File: src/rtl/core/assert_macros.svh
// Assertion macros shared by the RTL of the vertex dedup facet table.
// Bodies are empty when SYNTHESIS is defined; needs i_clk and i_rst_n in scope.
`ifndef ASSERT_MACROS_SVH
`define ASSERT_MACROS_SVH

`ifndef SYNTHESIS
// Checked outside reset only
`define MVD_ASSERT(lbl, prop, msg) \
    lbl: assert property (@(posedge i_clk) disable iff (!i_rst_n) prop) else $error(msg);
// Checked at every edge, reset included
`define MVD_ASSERT_RST(lbl, prop, msg) \
    lbl: assert property (@(posedge i_clk) prop) else $error(msg);
`else
`define MVD_ASSERT(lbl, prop, msg)
`define MVD_ASSERT_RST(lbl, prop, msg)
`endif

`endif

File: src/rtl/core/mvd_pkg.sv
// Shared types, sizes and codes of the vertex dedup facet table.
// No dependencies; used by mvd_corner_match and mesh_vertex_dedup_facet_table.
package mvd_pkg;

    // Table sizes
    localparam int MAX_POINTS = 1024;
    localparam int MAX_FACETS = 1024;

    localparam int PNT_IDX_W = $clog2(MAX_POINTS);
    localparam int FCT_IDX_W = $clog2(MAX_FACETS);
    localparam int PNT_CNT_W = $clog2(MAX_POINTS + 1);
    localparam int FCT_CNT_W = $clog2(MAX_FACETS + 1);
    // Scan pointer covers both tables
    localparam int SCAN_W    = (PNT_CNT_W > FCT_CNT_W) ? PNT_CNT_W : FCT_CNT_W;
    localparam int FACET_W   = 3 * PNT_IDX_W;

    // Stream payload widths
    localparam int COORD_W    = 64;
    localparam int CMD_W      = 2;
    localparam int STATUS_W   = 2;
    localparam int OUT_IDX_W  = 10;
    localparam int OUT_CNT_W  = 11;
    localparam int IN_DATA_W  = 9 * COORD_W;
    localparam int IN_USER_W  = CMD_W;
    localparam int OUT_RAW_W  = STATUS_W + 3 * OUT_IDX_W + 2 * OUT_CNT_W;
    localparam int OUT_DATA_W = ((OUT_RAW_W + 7) / 8) * 8;

    // One point, x in the low bits
    typedef struct packed {
        logic [COORD_W-1:0] z;
        logic [COORD_W-1:0] y;
        logic [COORD_W-1:0] x;
    } t_point;

    // Priority match of one stored point against the three corners
    typedef struct packed {
        logic third;
        logic second;
        logic first;
    } t_match;

    // Commands
    typedef enum logic [CMD_W-1:0] {
        CMD_INSERT = 2'd0,
        CMD_REMOVE = 2'd1,
        CMD_CLEAR  = 2'd2
    } t_cmd;

    // Result status
    typedef enum logic [STATUS_W-1:0] {
        STS_OK        = 2'd0,
        STS_FULL      = 2'd1,
        STS_NO_POINTS = 2'd2,
        STS_NO_FACET  = 2'd3
    } t_status;

endpackage

File: src/rtl/core/mvd_corner_match.sv
// Shared point comparator: one stored point against the three corners.
// Depends on mvd_pkg.
module mvd_corner_match (
    input  mvd_pkg::t_point i_stored,
    input  mvd_pkg::t_point i_corner [3],
    output mvd_pkg::t_match o_match
);
    import mvd_pkg::*;

    logic w_eq1;
    logic w_eq2;
    logic w_eq3;

    // Bitwise equality, so +0 and -0 differ
    assign w_eq1 = (i_stored == i_corner[0]);
    assign w_eq2 = (i_stored == i_corner[1]);
    assign w_eq3 = (i_stored == i_corner[2]);

    // Corner one first, then two, then three
    always_comb begin
        o_match.first  = w_eq1;
        o_match.second = !w_eq1 && w_eq2;
        o_match.third  = !w_eq1 && !w_eq2 && w_eq3;
    end

endmodule

File: config.mk
export PLATFORM = sky130hd
export DESIGN_NAME = mvd_corner_match
export DESIGN_NICKNAME = d
export VERILOG_FILES = /design/src/rtl/core/assert_macros.svh /design/src/rtl/core/mvd_pkg.sv /design/src/rtl/core/mvd_corner_match.sv
export SDC_FILE = /design/constraint.sdc
export NUM_CORES = 1
export LEC_CHECK = 0
export ABC_AREA = 1
export BUFFER_PORTS_ARGS = -buffer_cell sky130_fd_sc_hd__buf_2
export CAP_MARGIN = 20
export CORE_AREA = 2 2 299 301
export DETAILED_ROUTE_END_ITERATION = 16
export DIE_AREA = 0 0 301 303
export PLACE_DENSITY = 0.3
export RECOVER_POWER = 100
export SLEW_MARGIN = 25
export SYNTH_ARGS = -nofsm -noshare
export SYNTH_HDL_FRONTEND = slang
export SYNTH_SLANG_ARGS = --single-unit
File: constraint.sdc
create_clock -name vclk -period 1.9
set_input_delay 0.095 -clock vclk [all_inputs]
set_output_delay 0.095 -clock vclk [all_outputs]
set_load 0.02 [all_outputs]
==> out/metrics.yaml, run 1 <==
status: "finished, final reports clean"
fin_total_pwr_mw: 3.17
multi_input_area_um2: 7990
ir_drop_v: 0.000109
finalSetupTns_ps: 0
die_area_um2: 91200
critPathCaptureType: "output port"
numSequentialCells: 0
drt_iter0_markers: 289
routedWlPerCell_um: 16.5
placeableCoreArea_um2: 88000
drc: 0
cts_hold_buf: 0
slew_headroom_pct: 74.2
path_depth: 15
fin_ws_ps: 65.9
syn_nets: 2092
dp.cells: 3400
cp-start-kind: "input pin"
fin_crit_sh_pct: 96.5
crit_fanout: 3
power_density_nw_per_um2: 212
die_w_um: 301
instances_no_fill: 3396
leakagePower_nw: 6.92
yosysMostFrequentCell: "xnor2_1"
grt_pass1_wl_um: 75100
antenna_found_initial: 23
rows: 109
timing.critical_path.buf_inv: 6
numPortBuffers: 771
hold_violations: 0
synth.area.mux_share_pct: 0
hp-class: "in -> out"
ant_nets: 0
syn_to_final_growth_pct: 94.5
yosysWarningCount: 0
synth_cell_type_count: 19
routabilityCongestion: 0.827
cp.arrival_ps: 1740
synth-compound-area-share_pct: 0.717
crit_chain: "buf_4 -> xnor2_1 -> nand2_2 -> nor2_4 -> nand2_1 -> nor2_1 -> buf_4 -> nand2_2 -> nor2_1 -> buf_4 -> nand3_4 -> buf_6 -> inv_4 -> nor2_4 -> buf_6"
critPathLaunch: "i_stored[46]"
grt_pass1_vias: 11400
drv_slew: 0
drive_gt1_share_pct: 47.2
clockBufferCount: 0
grt_setup_unrepaired: "yes"
yosysTopAreaCell: "xnor2_1"
critPathCapture: "o_match[1]"
max_freq_ghz: 0.545
vias_per_cell: 3.19
synthXorXnorAreaFrac_pct: 55.9
cp_slowest_stage_delay_ps: 160
path_common_cell: "buf_4"
die-height_um: 303
synth_seq_area_share_pct: 0
synthTopCellsByArea: "xnor2_1, nand2_1, nor2_1, inv_1, xor2_1"
drv_cap: 0
met3_usage_pct: 2.87
fin_crit_ps: 1830
crit_type: "in -> out"
grtUsageMet1_pct: 12.1
cp_slowest_cell: "xnor2_1"
dp_worst_setup_slack_ps: -879
dp_hpwl_um: 54100
setup_viol: 0
regArea_um2: 0
vias: 10800
synth_commonest_cells: "xnor2_1, nand2_1, nor2_1"
fin_nets: 3000
synthAdderAreaFrac_pct: 0
num-fill-cells: 10400
grt_max_degree: 5
drt_first_pass_iters: 4
synthSimpleGateAreaFrac_pct: 37.8
syn_inst: 1324
fin_hold_ws_ps: 962
crit_family: "buffers and inverters"
wirelength_um: 56000
busiest_layer: "met2"
netlist.area_leader.share_pct: 53.3
grt_use_total_pct: 11.4
synth_top_family_by_area: "XOR/XNOR gates"
ios: 771
syn-cell-area_um2: 7670
met2_usage_pct: 23.1
overflow: 0
start_util_pct: 8.72
required_ps: 1800
synth.avg_cell_area_um2: 5.80
worst_pin_slew_ps: 385
## metrics by stage
step | util [%] | instance area (um2)
floorplan | - | 7670
global placement | 16.0 | 14100
detailed placement | 16.0 | 14100
CTS | 16.6 | 14600
global route | 17.0 | 14900
finish | 17.0 | 14900
## cell type report
class / instances / area share [%]
Multi-Input combinational cell: 1211 / 53.5
Timing Repair Buffer: 907 / 33.9
Tap cell: 1165 / 9.76
Inverter: 112 / 2.83
Antenna cell: 1 / 0.0168
## cells in the final DEF (no fill, tap or decap)
cell,n
buf_2,754
xnor2_1,422
nand2_1,386
nor2_1,139
buf_4,125
inv_1,94
xnor2_2,41
nand3_1,30
nand4_1,30
nor2_2,28
xor2_1,23
buf_6,23
nand2_2,22
or2_0,20
nor2_4,18
or2_1,15
inv_2,13
o21ai_1,9
nor3_2,6
nand2_4,5
xnor2_4,4
nor3_1,4
clkinv_1,4
or2_2,3
buf_12,3
nand3_4,2
diode_2,1
o21ai_0,1
inv_4,1
nor3_4,1
o21ai_2,1
nand3_2,1
buf_8,1
clkbuf_4,1
## worst min-delay path: cells and delay by family
family	cells	cell delay (ps)
buffers and inverters	2	200
XOR/XNOR	1	50
AND/OR/NAND/NOR	10	480
## kinds of logic (layout without fill, tap and decap cells)
family | Yosys count | after routing
xor gates and xnor gates | 490 | 490
buffers and inverters | 113 | 1019
and+or+nand+nor | 710 | 710
other | 0 | 1
AOI/OAI and AO/OA | 11 | 11
## where the power goes
part	switching, mW	total, mW	internal (mW)
combinational	1.45	3.17	1.72
clock	0	0.0000000705	0.0000000705
sequential	0	0	0
## per-layer routing
layer  wire length (um)  part of all wire [%]
met1              20500                    37
met2              30200                    54
met5                123                  0.22
met3               4400                   7.9
met4                796                   1.4
## how the worst min path moves through the flow
stage	start	end	slack, ps	cells past startpoint
floorplan	i_corner[125]	o_match[2]	600	9
global placement	i_corner[106]	o_match[2]	1210	13
detailed placement	i_corner[106]	o_match[2]	1180	13
CTS	i_corner[160]	o_match[2]	1020	13
global route	i_corner[160]	o_match[2]	1080	13
finish	i_corner[160]	o_match[2]	960	13
## timing repair
item	4_1_cts	5_1_grt
pin swaps	56	52
resized for setup	120	79
setup buffers	1	0
cloned	0	0
endpoints found under the setup margin	3	3
Note: power is estimated with default switching activity, not from simulation.
==> run 2: changes to the inputs <==
- CELL_PAD_IN_SITES_DETAIL_PLACEMENT: unset -> 0
- CELL_PAD_IN_SITES_GLOBAL_PLACEMENT: unset -> 2
- CORE_AREA: 2 2 299 301 -> 2 2 298 300
- DIE_AREA: 0 0 301 303 -> 0 0 300 302
- PLACE_DENSITY: 0.3 -> 0.53
==> run 2 against run 1 <==
Effect of this change:
- setup slack worse by 21 ps
- maximum frequency down 1.1%
- sequential share of layout area did not move
- via count up 0.45%
- first-iteration DRC count shrank 3.1%
- cell count up 1.6%
==> out/metrics.yaml, run 2 (same netlist as run 1, synthesis figures left out) <==
finalSetupTns_ps: 0  # unchanged
ir_drop_v: 0.0000848  # -22%
syn_to_final_growth_pct: 99.6
fin_crit_sh_pct: 97.6  # +1.1 points
layout_commonest_cell: "buf_2"
num-fill-cells: 10400  # -0.077%
final_cell_mix: "buf_2, xnor2_1, nand2_1, buf_4, nor2_1"
setup_viol: 0  # unchanged
placeableCoreArea_um2: 87600  # -0.47%
ios: 771  # unchanged
cp_slowest_stage_delay_ps: 280  # +120 ps
drc: 0  # unchanged
overflow: 0  # unchanged
die_area_um2: 90600  # -0.66%
dp_hpwl_um: 50300  # -7.0%
fin_total_pwr_mw: 3.25  # +2.5%
numPortBuffers: 771  # unchanged
max_freq_ghz: 0.539  # -1.1%
cp-start-kind: "input pin"
hp-start: "i_corner[36]"
grt_max_degree: 6  # +1
cp_slowest_cell: "nand4_1"
rows: 109  # unchanged
numSequentialCells: 0  # unchanged
drive_gt1_share_pct: 49.3  # +2.1 points
worst_pin_slew_ps: 341  # -43.9 ps
fin_crit_ps: 1850  # +20.8 ps
required_ps: 1800  # about the same
status: "finished, final reports clean"
vias_per_cell: 3.16  # -1.1%
instances_no_fill: 3450  # +1.6%
final_core_utilization_pct: 17.5  # +0.53 points
power_density_nw_per_um2: 212  # about the same
die_w_um: 300  # -0.33%
leakagePower_nw: 7.17  # +3.6%
start_util_pct: 8.77  # +0.041 points
grt_pass1_wl_um: 71500  # -4.7%
drt_iter0_markers: 280  # -3.1%
crit_type: "in -> out"
die-height_um: 302  # -0.33%
fin_nets: 3051  # +1.7%
regArea_um2: 0  # unchanged
min_path_cells: 13  # unchanged
cp.arrival_ps: 1760  # +20 ps
drt_first_pass_iters: 4  # unchanged
slew_headroom_pct: 77.2  # +2.9 points
hp-class: "in -> out"
critPathCaptureType: "output port"
routedWlPerCell_um: 15.2  # -8.0%
crit_fanout: 3  # unchanged
wirelength_um: 52300  # -6.5%
hold_violations: 0  # unchanged
critPathLaunch: "i_stored[151]"
grt_pass1_vias: 11500  # +1.0%
vias: 10900  # +0.45%
grt_setup_unrepaired: "yes"
antenna_found_initial: 11  # -52%
dp.cells: 3455  # +1.6%
routabilityCongestion: 0.815  # -1.4%
ant_nets: 0  # unchanged
grt_use_total_pct: 10.6  # -0.76 points
drv_cap: 0  # unchanged
clockBufferCount: 0  # unchanged
min_to: "o_match[2]"
crit_chain: "buf_8 -> buf_6 -> inv_2 -> or2_0 -> nand4_1 -> nor2_1 -> nand2_1 -> nor2_2 -> nand2_4 -> nor2_4 -> buf_4 -> nand3_2 -> nor2_4 -> buf_6"
drv_slew: 0  # unchanged
-- run 2: cell types whose count changed in the layout (fill, tap and decap cells not counted), moves of 3 or more --
cell / previous run / this run
nor2_2: 28 / 35
buf_6: 23 / 16
buf_2: 754 / 762
buf_4: 125 / 176
inv_1: 94 / 89
inv_2: 13 / 18
diode_2: 1 / 4
nor2_1: 139 / 130
nand3_2: 1 / 8
nand3_1: 30 / 25
nand2_4: 5 / 8
-- run 2: what timing repair did --
item                       CTS  global route
hold buffers                 0             0
gates resized for setup     97           113
buffers inserted             1             0
pin swaps                   43            95
setup endpoints to repair    3             3
-- run 2: cell type report --
class / instances / area, um2 / area share [%]
Inverter: 112 / 425 / 2.78
Antenna cell: 4 / 10.0 / 0.0653
Tap cell: 1165 / 1460 / 9.51
Multi-Input combinational cell: 1211 / 8050 / 52.6
Timing Repair Buffer: 958 / 5370 / 35.1
-- run 2: report_power, final --
part / internal (mW) / switching, mW / total (mW) / leakage (nW)
clock network: 0.000000282 / 0 / 0.000000282 / 0.0000254
registers: 0 / 0 / 0 / 0
logic: 1.78 / 1.47 / 3.25 / 7.17
-- run 2: stage by stage --
step | worst slack (ps) | hold slack [ps] | cell area (um2)
6_report | 45.1 | 956 | 15300
5_1_grt | -99.2 | 1080 | 15300
4_1_cts | -54.3 | 1010 | 14800
3_5_place_dp | -714 | 1010 | 14500
3_3_place_gp | -767 | 1040 | 14500
2_1_floorplan | 705 | 599 | 7670
-- run 2: critical path, delay by kind of cell --
family	cells	cell delay, ps
simple gates	9	1150
buf+inv	5	480
-- run 2: how the worst max path moves through the flow --
stage,to,cells after the start
final,o_match[1],14
after floorplan,o_match[2],13
after CTS,o_match[2],16
after global placement,o_match[2],15
after detailed placement,o_match[2],15
after global routing,o_match[1],14
-- run 2: routing by layer --
layer / track usage (%) / share of wire, % / routed length [um]
met2: 21.3 / 54 / 28300
met4: 0.500 / 0.45 / 235
met1: 12.0 / 39 / 20300
met5: 0 / 0.18 / 92
met3: 2.03 / 6.5 / 3410
==> run 3: changes to the inputs <==
- ABC_AREA: 1 -> unset
- PLACE_DENSITY: 0.53 -> 0.47
- SLEW_MARGIN: 25 -> 20
==> run 3 against run 2 <==
Effect of this change:
- the run now ends with setup timing left
- via count fell by 1.2%
- worst hold slack worse by 77 ps
- non-clock buffer count grew 170
- cell area up 2.2%
- maximum frequency fell by 30%
- critical endpoint is now o_match[2]
- largest power group unchanged
- highest routed layer unchanged
==> out/metrics.yaml, run 3 <==
hold_violations: 0  # unchanged
yosysWarningCount: 0  # unchanged
dp_hpwl_um: 93200  # +85%
final_cell_mix: "buf_2, xnor2_1, buf_4, xor2_1, nand4_1"
grt_max_degree: 5  # -1
fin_total_pwr_mw: 4.29  # +32%
grt_use_total_pct: 20.3  # +9.7 points
die_area_um2: 90600  # unchanged
grt_pass1_vias: 12100  # +5.1%
regArea_um2: 0  # unchanged
ir_drop_v: 0.0000828  # -2.3%
required_ps: 1800  # about the same
cp-start-kind: "input pin"
final_core_utilization_pct: 17.9  # +0.38 points
syn_to_final_growth_pct: 144
met3_usage_pct: 2.74  # +0.72 points
synth.avg_cell_area_um2: 7.98  # +38%
busiest_layer: "met2"
failed_checks: "setup timing"
fin_crit_ps: 2640  # +782 ps
synth_top_family_by_area: "XOR/XNOR gates"
rows: 109  # unchanged
vias: 10800  # -1.2%
fin_ws_ps: -737  # -782 ps
grt_setup_unrepaired: "yes"
status: "complete, but fails checks"
fin_nets: 2702  # -11%
netlist.area_leader.share_pct: 54.5  # +1.2 points
yosysTopAreaCell: "xnor2_1"
vias_per_cell: 3.46  # +9.7%
drv_cap: 0  # unchanged
slew_headroom_pct: 47.0  # -30 points
synth_cell_type_count: 28  # +9
place_area_um2: 14600  # +1.1%
synthAdderAreaFrac_pct: 0  # unchanged
syn_nets: 1573  # -25%
drt_first_pass_iters: 5  # +1
ios: 771  # unchanged
die-height_um: 302  # unchanged
routedWlPerCell_um: 31.0  # +100%
overflow: 0  # unchanged
synth_seq_area_share_pct: 0  # unchanged
syn_inst: 805  # -39%
placeableCoreArea_um2: 87600  # unchanged
synth_commonest_cells: "xnor2_1, xor2_1, nand4_1"
drv_slew: 0  # unchanged
synth-compound-area-share_pct: 3.25  # +2.5 points
cp.arrival_ps: 2540  # +780 ps
grt_pass1_wl_um: 120000  # +68%
dp_worst_setup_slack_ps: -1560  # -847 ps
die_w_um: 300  # unchanged
synth.area.mux_share_pct: 0  # unchanged
synthXorXnorAreaFrac_pct: 74.6  # +19 points
hp-class: "in -> out"
met2_usage_pct: 36.9  # +16 points
synthSimpleGateAreaFrac_pct: 20.8  # -17 points
leakagePower_nw: 6.96  # -2.9%
wirelength_um: 96300  # +84%
power_density_nw_per_um2: 274  # +29%
yosysMostFrequentCell: "xnor2_1"
finalSetupTns_ps: -1750  # -1750 ps
antenna_found_initial: 37  # +26
setup_viol: 3  # +3
worst_pin_slew_ps: 794  # +453 ps
final_cell_area_um2: 15700  # +2.2%
fin_crit_sh_pct: 139  # +41 points
drive_gt1_share_pct: 62.9  # +14 points
critPathCaptureType: "output port"
crit_type: "in -> out"
clockBufferCount: 0  # unchanged
crit_fanout: 3  # unchanged
synthTopCellsByArea: "xnor2_1, xor2_1, nand4_1, nor4_1, inv_1"
drc: 0  # unchanged
start_util_pct: 7.34  # -1.4 points
num-fill-cells: 10200  # -1.8%
numPortBuffers: 771  # unchanged
layout_commonest_cell: "buf_2"
syn-cell-area_um2: 6420  # -16%
drt_iter0_markers: 417  # +49%
numSequentialCells: 0  # unchanged
ant_nets: 0  # unchanged
grtUsageMet1_pct: 26.3  # +14 points
max_freq_ghz: 0.379  # -30%
routabilityCongestion: 0.906  # +11%
-- run 3: cell count changes after synthesis, sizes merged, moves of 32 or more --
cell / previous run / this run
inv: 108 / 20
nand2: 413 / 3
nand3: 33 / 1
nand4: 30 / 115
nor2: 185 / 3
nor4: 0 / 65
or2: 38 / 0
xnor2: 467 / 400
xor2: 23 / 147
-- run 3: layout make-up --
type,instances,area (um2),area share [%]
diodes,10,25.0,0.160
inverters,22,86.3,0.552
multi-input cells,782,7170,45.8
well taps,1165,1460,9.31
repair buffers,1128,6920,44.2
-- run 3: power by group --
| group | switching (mW) | internal (mW) |
|---|---|---|
| registers | 0 | 0 |
| logic | 2.22 | 2.07 |
| clock network | 0 | 0.000000568 |
| total | 2.22 | 2.07 |
-- run 3: through the flow --
step	cells	hold slack, ps
floorplan	805	464
global placement	3098	943
detailed placement	3099	936
CTS	3097	913
global route	3101	913
finish	3107	880
-- run 3: timing repair --
item | CTS | global route
hold buffers | 0 | 0
setup endpoints to repair | 3 | 3
cloned | 0 | 0
pin swaps | 37 | 16
gates resized for setup | 126 | 39
buffers inserted | 2 | 0
-- run 3: cells by family after synthesis --
family	after synthesis
AO/OA/AOI/OAI	24
buffers and inverters	23
AND/OR/NAND/NOR	211
XOR/XNOR	547
-- run 3: worst paths after layout --
| path | startpoint | to | slack [ps] | depth (start not counted) |
|---|---|---|---|---|
| min | i_corner[177] | o_match[2] | 880 | 7 |
| max | i_stored[66] | o_match[2] | -740 | 8 |
-- run 3: worst max-delay path: stages --
cell and delay [ps]:
clkbuf_4 190, xor2_1 200, nor4_2 360, nand4_1 320, nor4_2 350, nand4_1 280, a2111oi_4 500, buf_4 230
-- run 3: metal layers --
metal  vias to the layer above  share of wire (%)
met3                        66                4.6
met1                      5040                 44
met5                         -               0.20
li1                       5093                  -
met4                        30                1.2
met2                       523                 50
